`config.mk`:
```
export PLATFORM = sky130hd
export DESIGN_NAME = mcns_div
export DESIGN_NICKNAME = d
export VERILOG_FILES = /design/src/rtl/assert_macros.svh /design/src/rtl/mcns_pkg.sv /design/src/rtl/mcns_div.sv
export SDC_FILE = /design/constraint.sdc
export NUM_CORES = 1
export LEC_CHECK = 0
export BUFFER_PORTS_ARGS = -buffer_cell sky130_fd_sc_hd__buf_4
export CELL_PAD_IN_SITES_DETAIL_PLACEMENT = 1
export CELL_PAD_IN_SITES_GLOBAL_PLACEMENT = 1
export CORE_MARGIN = 1
export CORE_UTILIZATION = 40
export CTS_CLUSTER_SIZE = 12
export DETAILED_ROUTE_END_ITERATION = 8
export PLACE_DENSITY = 0.71
export SETUP_SLACK_MARGIN = 0.15
export SLEW_MARGIN = 5
export SYNTH_ARGS = -nofsm -noshare
export SYNTH_HDL_FRONTEND = slang
export SYNTH_SLANG_ARGS = --single-unit
```
`constraint.sdc`:
```
create_clock -name clk -period 2.6 [get_ports clk]
set_input_delay 0.52 -clock clk [delete_from_list [all_inputs] [get_ports clk]]
set_output_delay 0.52 -clock clk [all_outputs]
set_load 0.02 [all_outputs]
```
`src/rtl/assert_macros.svh`:
```
// Assertion macros for the RTL of the mask channel scaler.
`ifndef ASSERT_MACROS_SVH
`define ASSERT_MACROS_SVH

// Checks that a condition implies another condition in the same cycle.
`define ASSERT_SAME_CYCLE(label, clk, rst_n, cond, expr) \
  label: assert property (@(posedge clk) disable iff (!rst_n) (cond) |-> (expr)) \
    else $error("assertion failed: same-cycle implication");

// Checks that a condition implies another condition in the next cycle.
`define ASSERT_NEXT_CYCLE(label, clk, rst_n, cond, expr) \
  label: assert property (@(posedge clk) disable iff (!rst_n) (cond) |=> (expr)) \
    else $error("assertion failed: next-cycle implication");

`endif

```
`src/rtl/mcns_pkg.sv`:
```
// Package with the types, constants and helper functions of the mask channel scaler.
package mcns_pkg;

  // Image size limits and the widths that follow from them.
  localparam int MAX_DIM    = 256;
  localparam int MAX_PIXELS = 65536;
  localparam int DIM_W      = $clog2(MAX_DIM) + 1;
  localparam int COORD_W    = $clog2(MAX_DIM);
  localparam int ADDR_W     = $clog2(MAX_PIXELS);
  localparam int COUNT_W    = ADDR_W + 1;
  localparam int MUL_W      = 2 * DIM_W;
  localparam int DIVD_W     = 2 * COORD_W;
  localparam int DIV_STEPS  = COORD_W;
  localparam int STEP_W     = $clog2(DIV_STEPS);
  localparam int CHAN_W     = 8;
  localparam int WORD_W     = 2 * CHAN_W;

  // Divide by three through a scaled reciprocal.
  localparam int MEAN_RECIP = 683;
  localparam int MEAN_SHIFT = 11;
  localparam int SUM_W      = CHAN_W + 2;
  localparam int MEAN_P_W   = SUM_W + 10;

  // Alpha range reset values.
  localparam logic [CHAN_W-1:0] ALPHA_FULL = '1;

  // Configuration register indexes.
  localparam int CFG_IDX_W = 2;
  localparam logic [CFG_IDX_W-1:0] CFG_SOURCE_WIDTH  = 2'd0;
  localparam logic [CFG_IDX_W-1:0] CFG_SOURCE_HEIGHT = 2'd1;
  localparam logic [CFG_IDX_W-1:0] CFG_TARGET_WIDTH  = 2'd2;
  localparam logic [CFG_IDX_W-1:0] CFG_TARGET_HEIGHT = 2'd3;

  // Item kinds.
  localparam logic KIND_LOAD = 1'b0;
  localparam logic KIND_EMIT = 1'b1;

  typedef struct packed {
    logic              kind;
    logic [CHAN_W-1:0] blue;
    logic [CHAN_W-1:0] green;
    logic [CHAN_W-1:0] red;
    logic [CHAN_W-1:0] alpha;
  } in_item_t;

  typedef struct packed {
    logic [CHAN_W-1:0] mask_byte;
    logic              last;
  } out_item_t;

  // Status of the shared divider as seen by the sequencer.
  typedef struct packed {
    logic busy;
    logic done;
  } div_status_t;

  typedef enum logic [3:0] {
    ST_IDLE,
    ST_SCOUNT,
    ST_STORE,
    ST_TCOUNT,
    ST_SELECT,
    ST_MUL_Y,
    ST_DIV_Y,
    ST_MUL_X,
    ST_DIV_X,
    ST_INDEX,
    ST_READ,
    ST_EMIT
  } state_t;

  // Zero acts as one and values beyond the limit act as the limit.
  function automatic logic [DIM_W-1:0] eff_dim(input logic [DIM_W-1:0] v);
    logic [DIM_W-1:0] res;
    if (v == '0) begin
      res = DIM_W'(1);
    end else if (v > DIM_W'(MAX_DIM)) begin
      res = DIM_W'(MAX_DIM);
    end else begin
      res = v;
    end
    return res;
  endfunction

  // Truncated mean of three channels.
  function automatic logic [CHAN_W-1:0] mean3(input logic [CHAN_W-1:0] r,
                                              input logic [CHAN_W-1:0] g,
                                              input logic [CHAN_W-1:0] b);
    logic [SUM_W-1:0]    sum;
    logic [MEAN_P_W-1:0] prod;
    sum  = SUM_W'(r) + SUM_W'(g) + SUM_W'(b);
    prod = MEAN_P_W'(sum) * MEAN_P_W'(MEAN_RECIP);
    return prod[MEAN_SHIFT +: CHAN_W];
  endfunction

endpackage

```
`src/rtl/mcns_div.sv`:
```
// Iterative restoring divider, one quotient bit per cycle.
module mcns_div (
  input  logic                           clk,
  input  logic                           rst_n,
  input  logic                           start,
  input  logic [mcns_pkg::DIVD_W-1:0]    dividend,
  input  logic [mcns_pkg::DIM_W-1:0]     divisor,
  output mcns_pkg::div_status_t          status,
  output logic [mcns_pkg::COORD_W-1:0]   quotient
);

  logic [mcns_pkg::DIM_W-1:0]   rem_r;
  logic [mcns_pkg::DIM_W-1:0]   rem_nxt;
  logic [mcns_pkg::COORD_W-1:0] num_r;
  logic [mcns_pkg::COORD_W-1:0] quo_r;
  logic [mcns_pkg::DIM_W-1:0]   den_r;
  logic [mcns_pkg::STEP_W-1:0]  step_r;
  logic                         busy_r;
  logic                         done_r;
  logic [mcns_pkg::DIM_W:0]     trial;
  logic                         q_bit;

  // One trial subtraction. The quotient is known to fit, so the
  // remainder stays below the divisor and one subtraction suffices.
  always_comb begin
    trial = {rem_r, num_r[mcns_pkg::COORD_W-1]};
    q_bit = (trial >= {1'b0, den_r});
    if (q_bit) begin
      rem_nxt = mcns_pkg::DIM_W'(trial - {1'b0, den_r});
    end else begin
      rem_nxt = trial[mcns_pkg::DIM_W-1:0];
    end
  end

  // Step control.
  always_ff @(posedge clk) begin
    if (!rst_n) begin
      busy_r <= 1'b0;
      done_r <= 1'b0;
      step_r <= '0;
    end else begin
      done_r <= 1'b0;
      if (start) begin
        busy_r <= 1'b1;
        step_r <= '0;
      end else if (busy_r) begin
        step_r <= step_r + 1'b1;
        if (step_r == mcns_pkg::STEP_W'(mcns_pkg::DIV_STEPS - 1)) begin
          busy_r <= 1'b0;
          done_r <= 1'b1;
        end
      end
    end
  end

  // Partial remainder, dividend bits and quotient.
  always_ff @(posedge clk) begin
    if (start) begin
      rem_r <= {1'b0, dividend[mcns_pkg::DIVD_W-1 -: mcns_pkg::COORD_W]};
      num_r <= dividend[mcns_pkg::COORD_W-1:0];
      den_r <= divisor;
      quo_r <= '0;
    end else if (busy_r) begin
      rem_r <= rem_nxt;
      num_r <= {num_r[mcns_pkg::COORD_W-2:0], 1'b0};
      quo_r <= {quo_r[mcns_pkg::COORD_W-2:0], q_bit};
    end
  end

  assign status.busy = busy_r;
  assign status.done = done_r;
  assign quotient    = quo_r;

endmodule

```
== Word-level counts from Yosys, hierarchy flattened ==
Cells that the tools add are included.
Storage, ports and cells
  register bits after elaboration: 39
  bits of input ports: 28
  output and inout bits: 10
  logic and storage cells: 26
Cells by class
  add/sub/neg operators: 2
  magnitude comparators: 1
  eq/ne operators: 1
  multiplexer cells: 9
  bitwise operators: 2
  reduce and logical (&&, ||, !) cells: 3
Operator list (number)
  $mux 8: 4
  $ge 10x9->1: 1
  $mux 9: 1
  $sub 9x9->9: 1
  $mux 1: 4
  $add 3x1->3 const B: 1
  $eq 3x3->1 const B: 1
  $reduce_or 3->1: 1
  $not 1->1: 2
  $reduce_bool 2->1: 1
  $reduce_or 2->1: 1

== Longest topological paths before layout ==
Gate-level depths: netlist (run 1).
  word-level depth: 4
  mapped depth: 11
  mapped depth without buffers: 10

== Worst setup path after synthesis (run 1) ==
No wires, ideal clock.
  path kind: reg2reg
  start: register num_r[7] (netlist name)
  end: register rem_r[3] (netlist name), data pin
  library setup time: 0.261 ns
  data arrival time: 2.121 ns
  data required time: 2.339 ns
  path slack: 0.218 ns
  cell stages (with the launch flop): 11
  path buffers: 1
  clock period less this slack: 2.382 ns
  path through: edfxtp_1 > inv_1 > ha_1 > inv_1 > fa_1 > a21oi_2 > nor2_1 > o31a_1 > a2bb2oi_2 > buf_6 > a221o_1
On the way
  word-level cells in the longest chain between the ends: 4
  elaborated cells on any way between the ends: 5
  classes of those cells: 1 x add/sub; 1 x order compare; 3 x mux
Ends and longest elaborated chain
  from (decl): line mcns_div.sv:14  | logic [mcns_pkg::COORD_W-1:0] num_r;
  from (signal assigned): line mcns_div.sv:60  | num_r <= dividend[mcns_pkg::COORD_W-1:0];
  from (signal assigned): line mcns_div.sv:65  | num_r <= {num_r[mcns_pkg::COORD_W-2:0], 1'b0};
  $sub 9x9->9 or $ge 10x9->1 (tied branches): line mcns_div.sv:29, mcns_div.sv:27
  $mux 9 (*): line mcns_div.sv:28  | if (q_bit) begin
  $mux 8 (*): line mcns_div.sv:63  | end else if (busy_r) begin
  $mux 8 (*): line mcns_div.sv:58  | if (start) begin
  to (signal assigned): line mcns_div.sv:59  | rem_r <= {1'b0, dividend[mcns_pkg::DIVD_W-1 -: mcns_pkg::COORD_W]};
  to (signal assigned): line mcns_div.sv:64  | rem_r <= rem_nxt;
  to (decl): line mcns_div.sv:12  | logic [mcns_pkg::DIM_W-1:0] rem_r;
Every way passes the cells marked *; elsewhere a longest branch is shown, timed or not. The select of a mux whose other input is x is not followed.
A chain may end at the register's enable or synchronous reset.

== Worst setup path in the final report (run 1) ==
  start: register num_r[7] (netlist name)
  end: register rem_r[1] (netlist name), data pin
The elaborated chain is that of the path after synthesis.

==> impl_metrics.ini, run 1 <==
[detailed_routing]
drc = 0
viasPerCell = 4.979
num_vias = 1444
dr.pass1.iters = 4
wl_per_cell_um = 15.12
routed_wl_um = 4386
ant_nets = 0
drt-initial-drc-count = 61

[power_and_ir_drop]
pwr-share-seq_pct = 41.0
switching_share_pct = 30.99
p_per_area_mw_per_mm2 = 738.3
p_leak_nw = 1.100
switching_power_mw = 0.5872
combinationalPowerShare_pct = 38.7
ir_worst_vdd_mv = 0.3589
cellInternalPower_mw = 1.307
finalPower_mw = 1.895
power_frac_clock_pct = 20.3

[clock_network]
numClockSinks = 39
cts_hold_buf = 0
numCtsBuffers = 5
cts_buffer_depth = 2
cts_max_level = 2
cts_tree = built
clk_latency_ps = 280
root_buffer = clkbuf_8
clkTransAtPathRegs_ps = 70

[final_layout]
fin_nets = 262
stdcell_count = 290
drive_gt1_share_pct = 36.77
fill_cells = 500
area_growth_syn_to_layout_pct = 30.14
n_antenna_cell = 0
final_cell_mix = 51 x buf_4, 25 x edfxtp_1, 20 x nor2_1
postLayoutCellArea_mm2 = 0.002566
final_common_cell = buf_4

[yosys]
yosysTopAreaCellShare_pct = 38.07
netlist_top_cells_area = edfxtp_1 38%, dfxtp_1 14%, mux2i_1 8.1%
yosys_warnings = 0
ys_seq_elements = 39
syn_area_per_cell_um2 = 11.67
synth_nets = 209
yosysTopAreaCell = edfxtp_1
synthCells = 169
synthDistinctLibCells = 37
syn_area_mm2 = 0.001972
seq_area_frac_synth_pct = 52.28

[sta]
rsz0062_at_grt = yes
period_share_pct = 95.71
max_freq_mhz = 401.8
skew_ps = 2.302
slew_violations = 0
hold_ws_ps = 412.0
setup_viol = 0
max_slew_margin_pct = 67.26
setup_ws_ps = 111.4
tightest_slew_ps = 491.1
fin_crit_ps = 2489
timing.final.hold_violations = 0

[floorplan]
io_pins = 38
rows = 25
fp.dieArea_mm2 = 0.005214
initial_utilization_pct = 41.75
die_x_um = 72.21
core_area_mm2 = 0.004723
fp.dieH_um = 72.21

[worst_setup_path]
end_kind = flip-flop
required_ps = 2610
r2r_cells = 11
critPathKind = reg2reg
crit_fanout = 4
crit_arrival_ps = 2500
cp-start-kind = flip-flop

[placed_design]
pre_cts_slack_ps = -39.21
io_buffers = 37
placed_area_mm2 = 0.002298
gp_congestion = 0.6955
dpl.cell_count = 266
hpwl_um = 2936

[global_route]
grt_max_degree = 48
antenna_found_initial = 0
overflow = 0
grt_pass1_vias = 1582
grt_pass1_wl_um = 7479
grt_util_all_layers_pct = 18.92

[job]
maxCapViolCount = 0

[run_status]
status = finished, final reports clean

[hold_path]
whs_path_depth = 1
min_path_type = in2reg
per-layer routing:
metal,share of wire [%],vias to the layer above,global-route usage [%]
li1,-,703,-
met3,3.5,4,4.722
met5,0,-,0
met2,52,23,32.09
met4,0.84,0,6.536
met1,44,714,23.50
synthesized netlist by cell type:
library cell and number:
o21a_1 3, nor3_1 1, and2_1 1, nor2b_1 1
buf_6 1, o21ai_0 6, a2bb2oi_2 1, nand3_1 1
o22ai_1 3, or3_1 2, a21o_2 1, nor3b_1 2
buf_2 1, nor2_1 21, fa_1 1, nand2b_1 4
dfxtp_1 14, ha_1 11, nand4_1 1, inv_1 12
nor3b_2 1, nor4_1 1, mux2i_1 16, buf_4 2
clkbuf_1 5, a21oi_1 2, a21oi_2 1, edfxtp_1 25
a211oi_1 1, xnor2_1 3, or2_2 1, o31a_1 1
o2bb2ai_1 1, xor2_1 4, mux2_2 8, a221o_1 3
nand2_1 6
final cells by class:
| type | instances | area (µm²) | area share [%] |
|---|---|---|---|
| clock buffers | 5 | 68.82 | 2.682 |
| clock inverters | 3 | 15.01 | 0.5851 |
| inverters | 12 | 45.04 | 1.755 |
| well taps | 67 | 83.83 | 3.267 |
| repair buffers | 55 | 436.7 | 17.02 |
| flip-flops and latches | 39 | 1031 | 40.18 |
| multi-input cells | 109 | 885.9 | 34.52 |
kinds of logic (layout without fill, tap and decap cells):
logic type / after synthesis / count (layout) / share of synthesized area [%]
simple gates: 43 / 43 / 10.53
buf+inv: 21 / 75 / 4.822
fa+ha+maj: 12 / 12 / 7.995
compound gates: 23 / 23 / 8.566
mux: 24 / 24 / 12.69
flops: 39 / 39 / 52.28
xor+xnor: 7 / 7 / 3.109
flip-flops by register name (all words and copies together) (netlist names):
| name | flops |
|---|---|
| quotient | 8 |
| den_r | 9 |
| busy_r | 1 |
| done_r | 1 |
| step_r | 3 |
| num_r | 8 |
| rem_r | 9 |
path summary, 6_finish.rpt:
path / start / endpoint / slack [ps]
worst min register to register: quotient[7]$_SDFFE_PP0P_ / quotient[7]$_SDFFE_PP0P_ / 510
worst max register to register: num_r[7]$_DFFE_PP_ / rem_r[1]$_DFFE_PP_ / 110
worst min-delay path: divisor[3] / den_r[3]$_DFFE_PP_ / 410
worst max-delay path: num_r[7]$_DFFE_PP_ / rem_r[1]$_DFFE_PP_ / 110
power by group through the flow:
stage	sequential [mW]	clock [mW]	combinational, mW
after detailed placement	0.788	0	0.553
after floorplan	0.779	0	0.416
after global routing	0.785	0.428	0.796
after global placement	0.784	0	0.525
final	0.777	0.385	0.733
after CTS	0.776	0.404	0.663
critical path, cell delays in order (launching register included):
cell and delay (ps):
edfxtp_1 390, inv_2 100, ha_4 140, inv_2 30, fa_2 360, a21oi_4 160
nor2_2 60, o31a_1 330, a2bb2oi_4 220, buf_6 160, mux2i_2 180, o21ai_0 100
what timing repair did:
item | CTS | global route
buffers inserted | 13 | 3
pin swaps | 4 | 6
setup endpoints to repair | 9 | 9
hold endpoints to repair | 0 | 0
resized for setup | 5 | 7
metrics by stage:
step                      setup TNS (ps)  utilization [%]
after floorplan                        0                -
after global placement                 0            48.66
after detailed placement          -58.95            48.66
after CTS                              0            53.32
after global routing                   0            54.33
final                                  0            54.33
(Power assumes the default switching activity.)
==> run 2: changes to the inputs <==
CORE_UTILIZATION = 43   (was 40)
GPL_TIMING_DRIVEN = 0   (was not set)
PLACE_DENSITY = 0.76   (was 0.71)
==> run 2 against run 1 <==
Sequential power about the same. Global-route usage increased by 0.31 points. Power increased by 7.7%. Sequential cell count unchanged. Non-clock buffer count unchanged. Design area increased by 0.15%. Combinational power increased by 0.8%. Worst setup slack improved by 48 ps. Critical path type unchanged. Critical endpoint is now rem_r[5]$_DFFE_PP_. Largest power group unchanged.
==> impl_metrics.ini, run 2 (same netlist as run 1, synthesis figures left out) <==
[run_status]
status = finished, final reports clean

[sta]
setup_ws_ps = 159.9
skew_ps = 3.689
tightest_slew_ps = 535.3
slew_violations = 0
max_freq_mhz = 409.8
finalSetupTns_ps = 0
max_slew_margin_pct = 64.31
rsz0062_at_grt = yes
hold_ws_ps = 409.2
period_share_pct = 93.85
fin_crit_ps = 2440
setup_viol = 0
timing.final.hold_violations = 0

[power_and_ir_drop]
switching_power_mw = 0.6122
switching_share_pct = 29.99
combinationalPowerShare_pct = 36.2
finalPower_mw = 2.041
cellInternalPower_mw = 1.429
ir_worst_vdd_mv = 0.5531
p_leak_nw = 1.095
power_frac_clock_pct = 25.8
p_per_area_mw_per_mm2 = 794.1
pwr-share-seq_pct = 38.0

[clock_network]
cts_max_level = 2
cts_buffer_depth = 2
numCtsBuffers = 5
cts_hold_buf = 0
cts_tree = built
numClockSinks = 39
root_buffer = clkbuf_8
clk_latency_ps = 280
clkTransAtPathRegs_ps = 80

[final_layout]
stdcell_count = 275
n_antenna_cell = 0
final_cell_mix = 46 x buf_4, 25 x edfxtp_1, 21 x nor2_1
final_common_cell = buf_4
top_regs = den_r x9, rem_r x9
postLayoutCoreUtil_pct = 58.62
drive_gt1_share_pct = 34.98
fin_nets = 262
postLayoutCellArea_mm2 = 0.002570
area_growth_syn_to_layout_pct = 30.33

[detailed_routing]
routed_wl_um = 4445
drt-initial-drc-count = 38
dr.pass1.iters = 4
num_vias = 1433
viasPerCell = 5.211
ant_nets = 0
wl_per_cell_um = 16.16
drc = 0

[worst_setup_path]
crit_arrival_ps = 2480
regToRegEndpoint = rem_r[5]$_DFFE_PP_
end_kind = flip-flop
cp-start-kind = flip-flop
crit_fanout = 5
r2r_setup_slack_ps = 160
r2r_cells = 10
critPathKind = reg2reg
worst_r2r_startpoint = num_r[7]$_DFFE_PP_
required_ps = 2640

[hold_path]
min_path_type = in2reg
hold_start = divisor[1]
min_to = den_r[1]$_DFFE_PP_
whs_path_depth = 1

[global_route]
overflow = 0
grt_busiest_layer = met2
antenna_found_initial = 0
grt_max_degree = 18
grt_pass1_vias = 1606
grt_util_met2_pct = 35.28
grt_pass1_wl_um = 7265
grt_use_met1_pct = 22.21
grt_util_all_layers_pct = 19.23
use_met3_pct = 4.215

[floorplan]
fp.dieH_um = 69.72
fp.dieArea_mm2 = 0.004861
io_pins = 38
die_x_um = 69.72
core_area_mm2 = 0.004384
rows = 24
initial_utilization_pct = 44.98

[placed_design]
gp_congestion = 0.7811
hpwl_um = 3200
io_buffers = 37
placed_area_mm2 = 0.002315
pre_cts_slack_ps = -51.29
dpl.cell_count = 258

[job]
maxCapViolCount = 0
-- run 2: final cells by class --
| cell class | instances | area, µm² |
|---|---|---|
| Fill cell | 471 | 1814 |
| Sequential cell | 39 | 1031 |
| Multi-Input combinational cell | 109 | 900.9 |
| Timing Repair Buffer | 46 | 352.8 |
| Clock buffer | 7 | 118.9 |
| Tap cell | 52 | 65.06 |
| Buffer | 9 | 50.05 |
| Inverter | 12 | 45.04 |
| Clock inverter | 1 | 6.256 |
-- run 2: routing by layer --
metal | wire (µm) | up-vias
li1 | - | 706
met1 | 1855 | 696
met2 | 2390 | 22
met3 | 132 | 9
met4 | 66 | 0
met5 | 0 | -
-- run 2: worst max-delay path: stages (launching register included) --
cell	delay, ps
edfxtp_1	380
inv_2	90
ha_4	130
inv_2	40
fa_2	340
a21oi_2	160
nor2_1	60
o31a_1	330
a2bb2oi_4	210
buf_6	180
a221o_1	290
-- run 2: worst max-delay path by stage --
stage / to / slack, ps / from / cells past startpoint
2_1_floorplan: rem_r[3]$_DFFE_PP_ / 220 / num_r[7]$_DFFE_PP_ / 10
3_3_place_gp: rem_r[2]$_DFFE_PP_ / 30 / num_r[7]$_DFFE_PP_ / 11
3_5_place_dp: rem_r[2]$_DFFE_PP_ / -50 / num_r[7]$_DFFE_PP_ / 11
4_1_cts: rem_r[5]$_DFFE_PP_ / 170 / num_r[7]$_DFFE_PP_ / 12
5_1_grt: rem_r[5]$_DFFE_PP_ / 30 / num_r[7]$_DFFE_PP_ / 12
6_report: rem_r[5]$_DFFE_PP_ / 160 / num_r[7]$_DFFE_PP_ / 10
-- run 2: what timing repair did --
item | in CTS | in global routing
setup endpoints to repair | 9 | 9
resized for setup | 14 | 2
cloned | 1 | 0
pin swaps | 6 | 4
setup buffers | 8 | 0
-- run 2: power by group through the flow --
stage	sequential, mW	combinational (mW)	clock, mW
3_5_place_dp	0.783	0.567	0
3_3_place_gp	0.780	0.539	0
2_1_floorplan	0.779	0.416	0
5_1_grt	0.782	0.800	0.562
4_1_cts	0.775	0.718	0.538
6_report	0.775	0.739	0.527
==> run 3: changes to the inputs <==
PLACE_DENSITY = 0.91   (was 0.76)
==> run 3 against run 2 <==
Utilization down 0.31 points. Sequential share of layout area up 0.22 points. Global-route usage up 1.5 points. Highest routed layer unchanged.
==> impl_metrics.ini, run 3 (same netlist as run 1, synthesis figures left out) <==
[run_status]
status = finished, final reports clean

[final_layout]
top_regs = den_r x9, rem_r x9
fin_nets = 264
n_antenna_cell = 0
final_common_cell = buf_4
fill_cells = 480
stdcell_count = 277
final_cell_mix = 49 x buf_4, 25 x edfxtp_1, 21 x nor2_1
drive_gt1_share_pct = 35.11
area_growth_syn_to_layout_pct = 29.63
postLayoutCoreUtil_pct = 58.30

[worst_setup_path]
crit_fanout = 5
crit_top_cell = inv_2
end_kind = flip-flop
crit_slowest_cell = edfxtp_1
cp-start-kind = flip-flop
path_delay_family = compound AO/OA/AOI/OAI gates
required_ps = 2640
cp_cell_sequence = inv_2 -> ha_4 -> inv_2 -> fa_2 -> a21oi_2 -> nor2_1 -> o31a_1 -> a2bb2oi_4 -> buf_6 -> a221o_1
critPathBufInv = 3
cp_slowest_stage_delay_ps = 380
critPathKind = reg2reg
crit_arrival_ps = 2520

[hold_path]
min_path_type = in2reg

[floorplan]
initial_utilization_pct = 44.98
core_area_mm2 = 0.004384
io_pins = 38
fp.dieArea_mm2 = 0.004861
rows = 24
fp.dieH_um = 69.72
die_x_um = 69.72

[detailed_routing]
num_vias = 1509
wl_per_cell_um = 18.14
viasPerCell = 5.448
drc = 0
drt-initial-drc-count = 53
ant_nets = 0
dr.pass1.iters = 4
routed_wl_um = 5024

[sta]
period_share_pct = 95.52
hold_ws_ps = 400.7
max_freq_mhz = 402.6
slew_violations = 0
timing.final.hold_violations = 0
tightest_slew_ps = 522.1
setup_viol = 0
finalSetupTns_ps = 0
rsz0062_at_grt = yes
max_slew_margin_pct = 65.20
fin_crit_ps = 2484
skew_ps = 4.861

[clock_network]
cts_max_level = 2
cts_buffer_depth = 2
clk_latency_ps = 290
cts_tree = built
numCtsBuffers = 5
clkTransAtPathRegs_ps = 80
root_buffer = clkbuf_8
numClockSinks = 39

[global_route]
antenna_found_initial = 0
overflow = 0
grt_pass1_wl_um = 7631
grt_pass1_vias = 1604
grt_max_degree = 18
grt_util_all_layers_pct = 20.69

[power_and_ir_drop]
combinationalPowerShare_pct = 37.1
switching_share_pct = 31.14
p_per_area_mw_per_mm2 = 786.1
p_leak_nw = 1.100
ir_worst_vdd_mv = 0.4585
switching_power_mw = 0.6257
power_frac_clock_pct = 24.1
cellInternalPower_mw = 1.384
pwr-share-seq_pct = 38.8

[job]
maxCapViolCount = 0

[placed_design]
io_buffers = 37
gp_congestion = 0.8320
hpwl_um = 2959
dpl.cell_count = 258
==> run 3: path summary, 6_finish.rpt <==
| path | start | endpoint | slack (ps) | cells after the start |
|---|---|---|---|---|
| setup / recovery | num_r[7]$_DFFE_PP_ | rem_r[5]$_DFFE_PP_ | 120 | 10 |
| hold reg to reg | step_r[1]$_SDFFE_PP0P_ | step_r[1]$_SDFFE_PP0P_ | 500 | 2 |
| hold / removal | divisor[7] | den_r[7]$_DFFE_PP_ | 400 | 1 |
| setup reg to reg | num_r[7]$_DFFE_PP_ | rem_r[5]$_DFFE_PP_ | 120 | 10 |
==> run 3: per-layer routing <==
metal  share of wire [%]  GRT usage (%)  vias to the layer above
met3                 5.4          5.233                       14
met5                   0              0                        -
met2                  54          39.59                       49
li1                    -              -                      707
met4                 3.3          5.333                        0
met1                  37          22.46                      739
==> run 3: worst reg2reg max path, delay by kind of cell, from the launching register on <==
family / cells / cell delay, ps
buffers and inverters: 3 / 290
DFF: 1 / 380
adders and majority gates: 2 / 470
AOI/OAI and AO/OA: 4 / 1030
and+or+nand+nor: 1 / 60
==> run 3: final cells by class <==
| class | instances | area (µm²) | share of cell area [%] |
|---|---|---|---|
| clock buffers | 7 | 107.6 | 4.209 |
| well taps | 52 | 65.06 | 2.545 |
| repair buffers | 48 | 364.1 | 14.24 |
| clock inverters | 1 | 5.005 | 0.1958 |
| multi-input cells | 109 | 888.4 | 34.75 |
| flip-flops and latches | 39 | 1031 | 40.33 |
| plain buffers | 9 | 50.05 | 1.958 |
| inverters | 12 | 45.04 | 1.762 |
==> run 3: metrics by stage <==
| stage | power, mW | instance area (µm²) | setup WS [ps] |
|---|---|---|---|
| 6_report | 2.009 | 2556 | 116.4 |
| 2_1_floorplan | 1.195 | 1972 | 217.7 |
| 3_5_place_dp | 1.334 | 2315 | 26.01 |
| 5_1_grt | 2.097 | 2556 | 41.97 |
| 3_3_place_gp | 1.317 | 2315 | 24.62 |
| 4_1_cts | 1.934 | 2509 | 136.0 |
==> run 3: repair_timing <==
item                                    CTS  global route
endpoints found under the setup margin    8             7
resized for setup                         8             7
hold buffers                              0             0
buffers inserted                          5             5
pin swaps                                 6             4
gates cloned                              1             0
==> run 3: power groups by stage <==
stage	sequential (mW)	combinational, mW	clock (mW)
6_report	0.779	0.746	0.485
5_1_grt	0.785	0.799	0.513
4_1_cts	0.777	0.663	0.495
3_5_place_dp	0.784	0.550	0
3_3_place_gp	0.781	0.537	0
2_1_floorplan	0.779	0.416	0
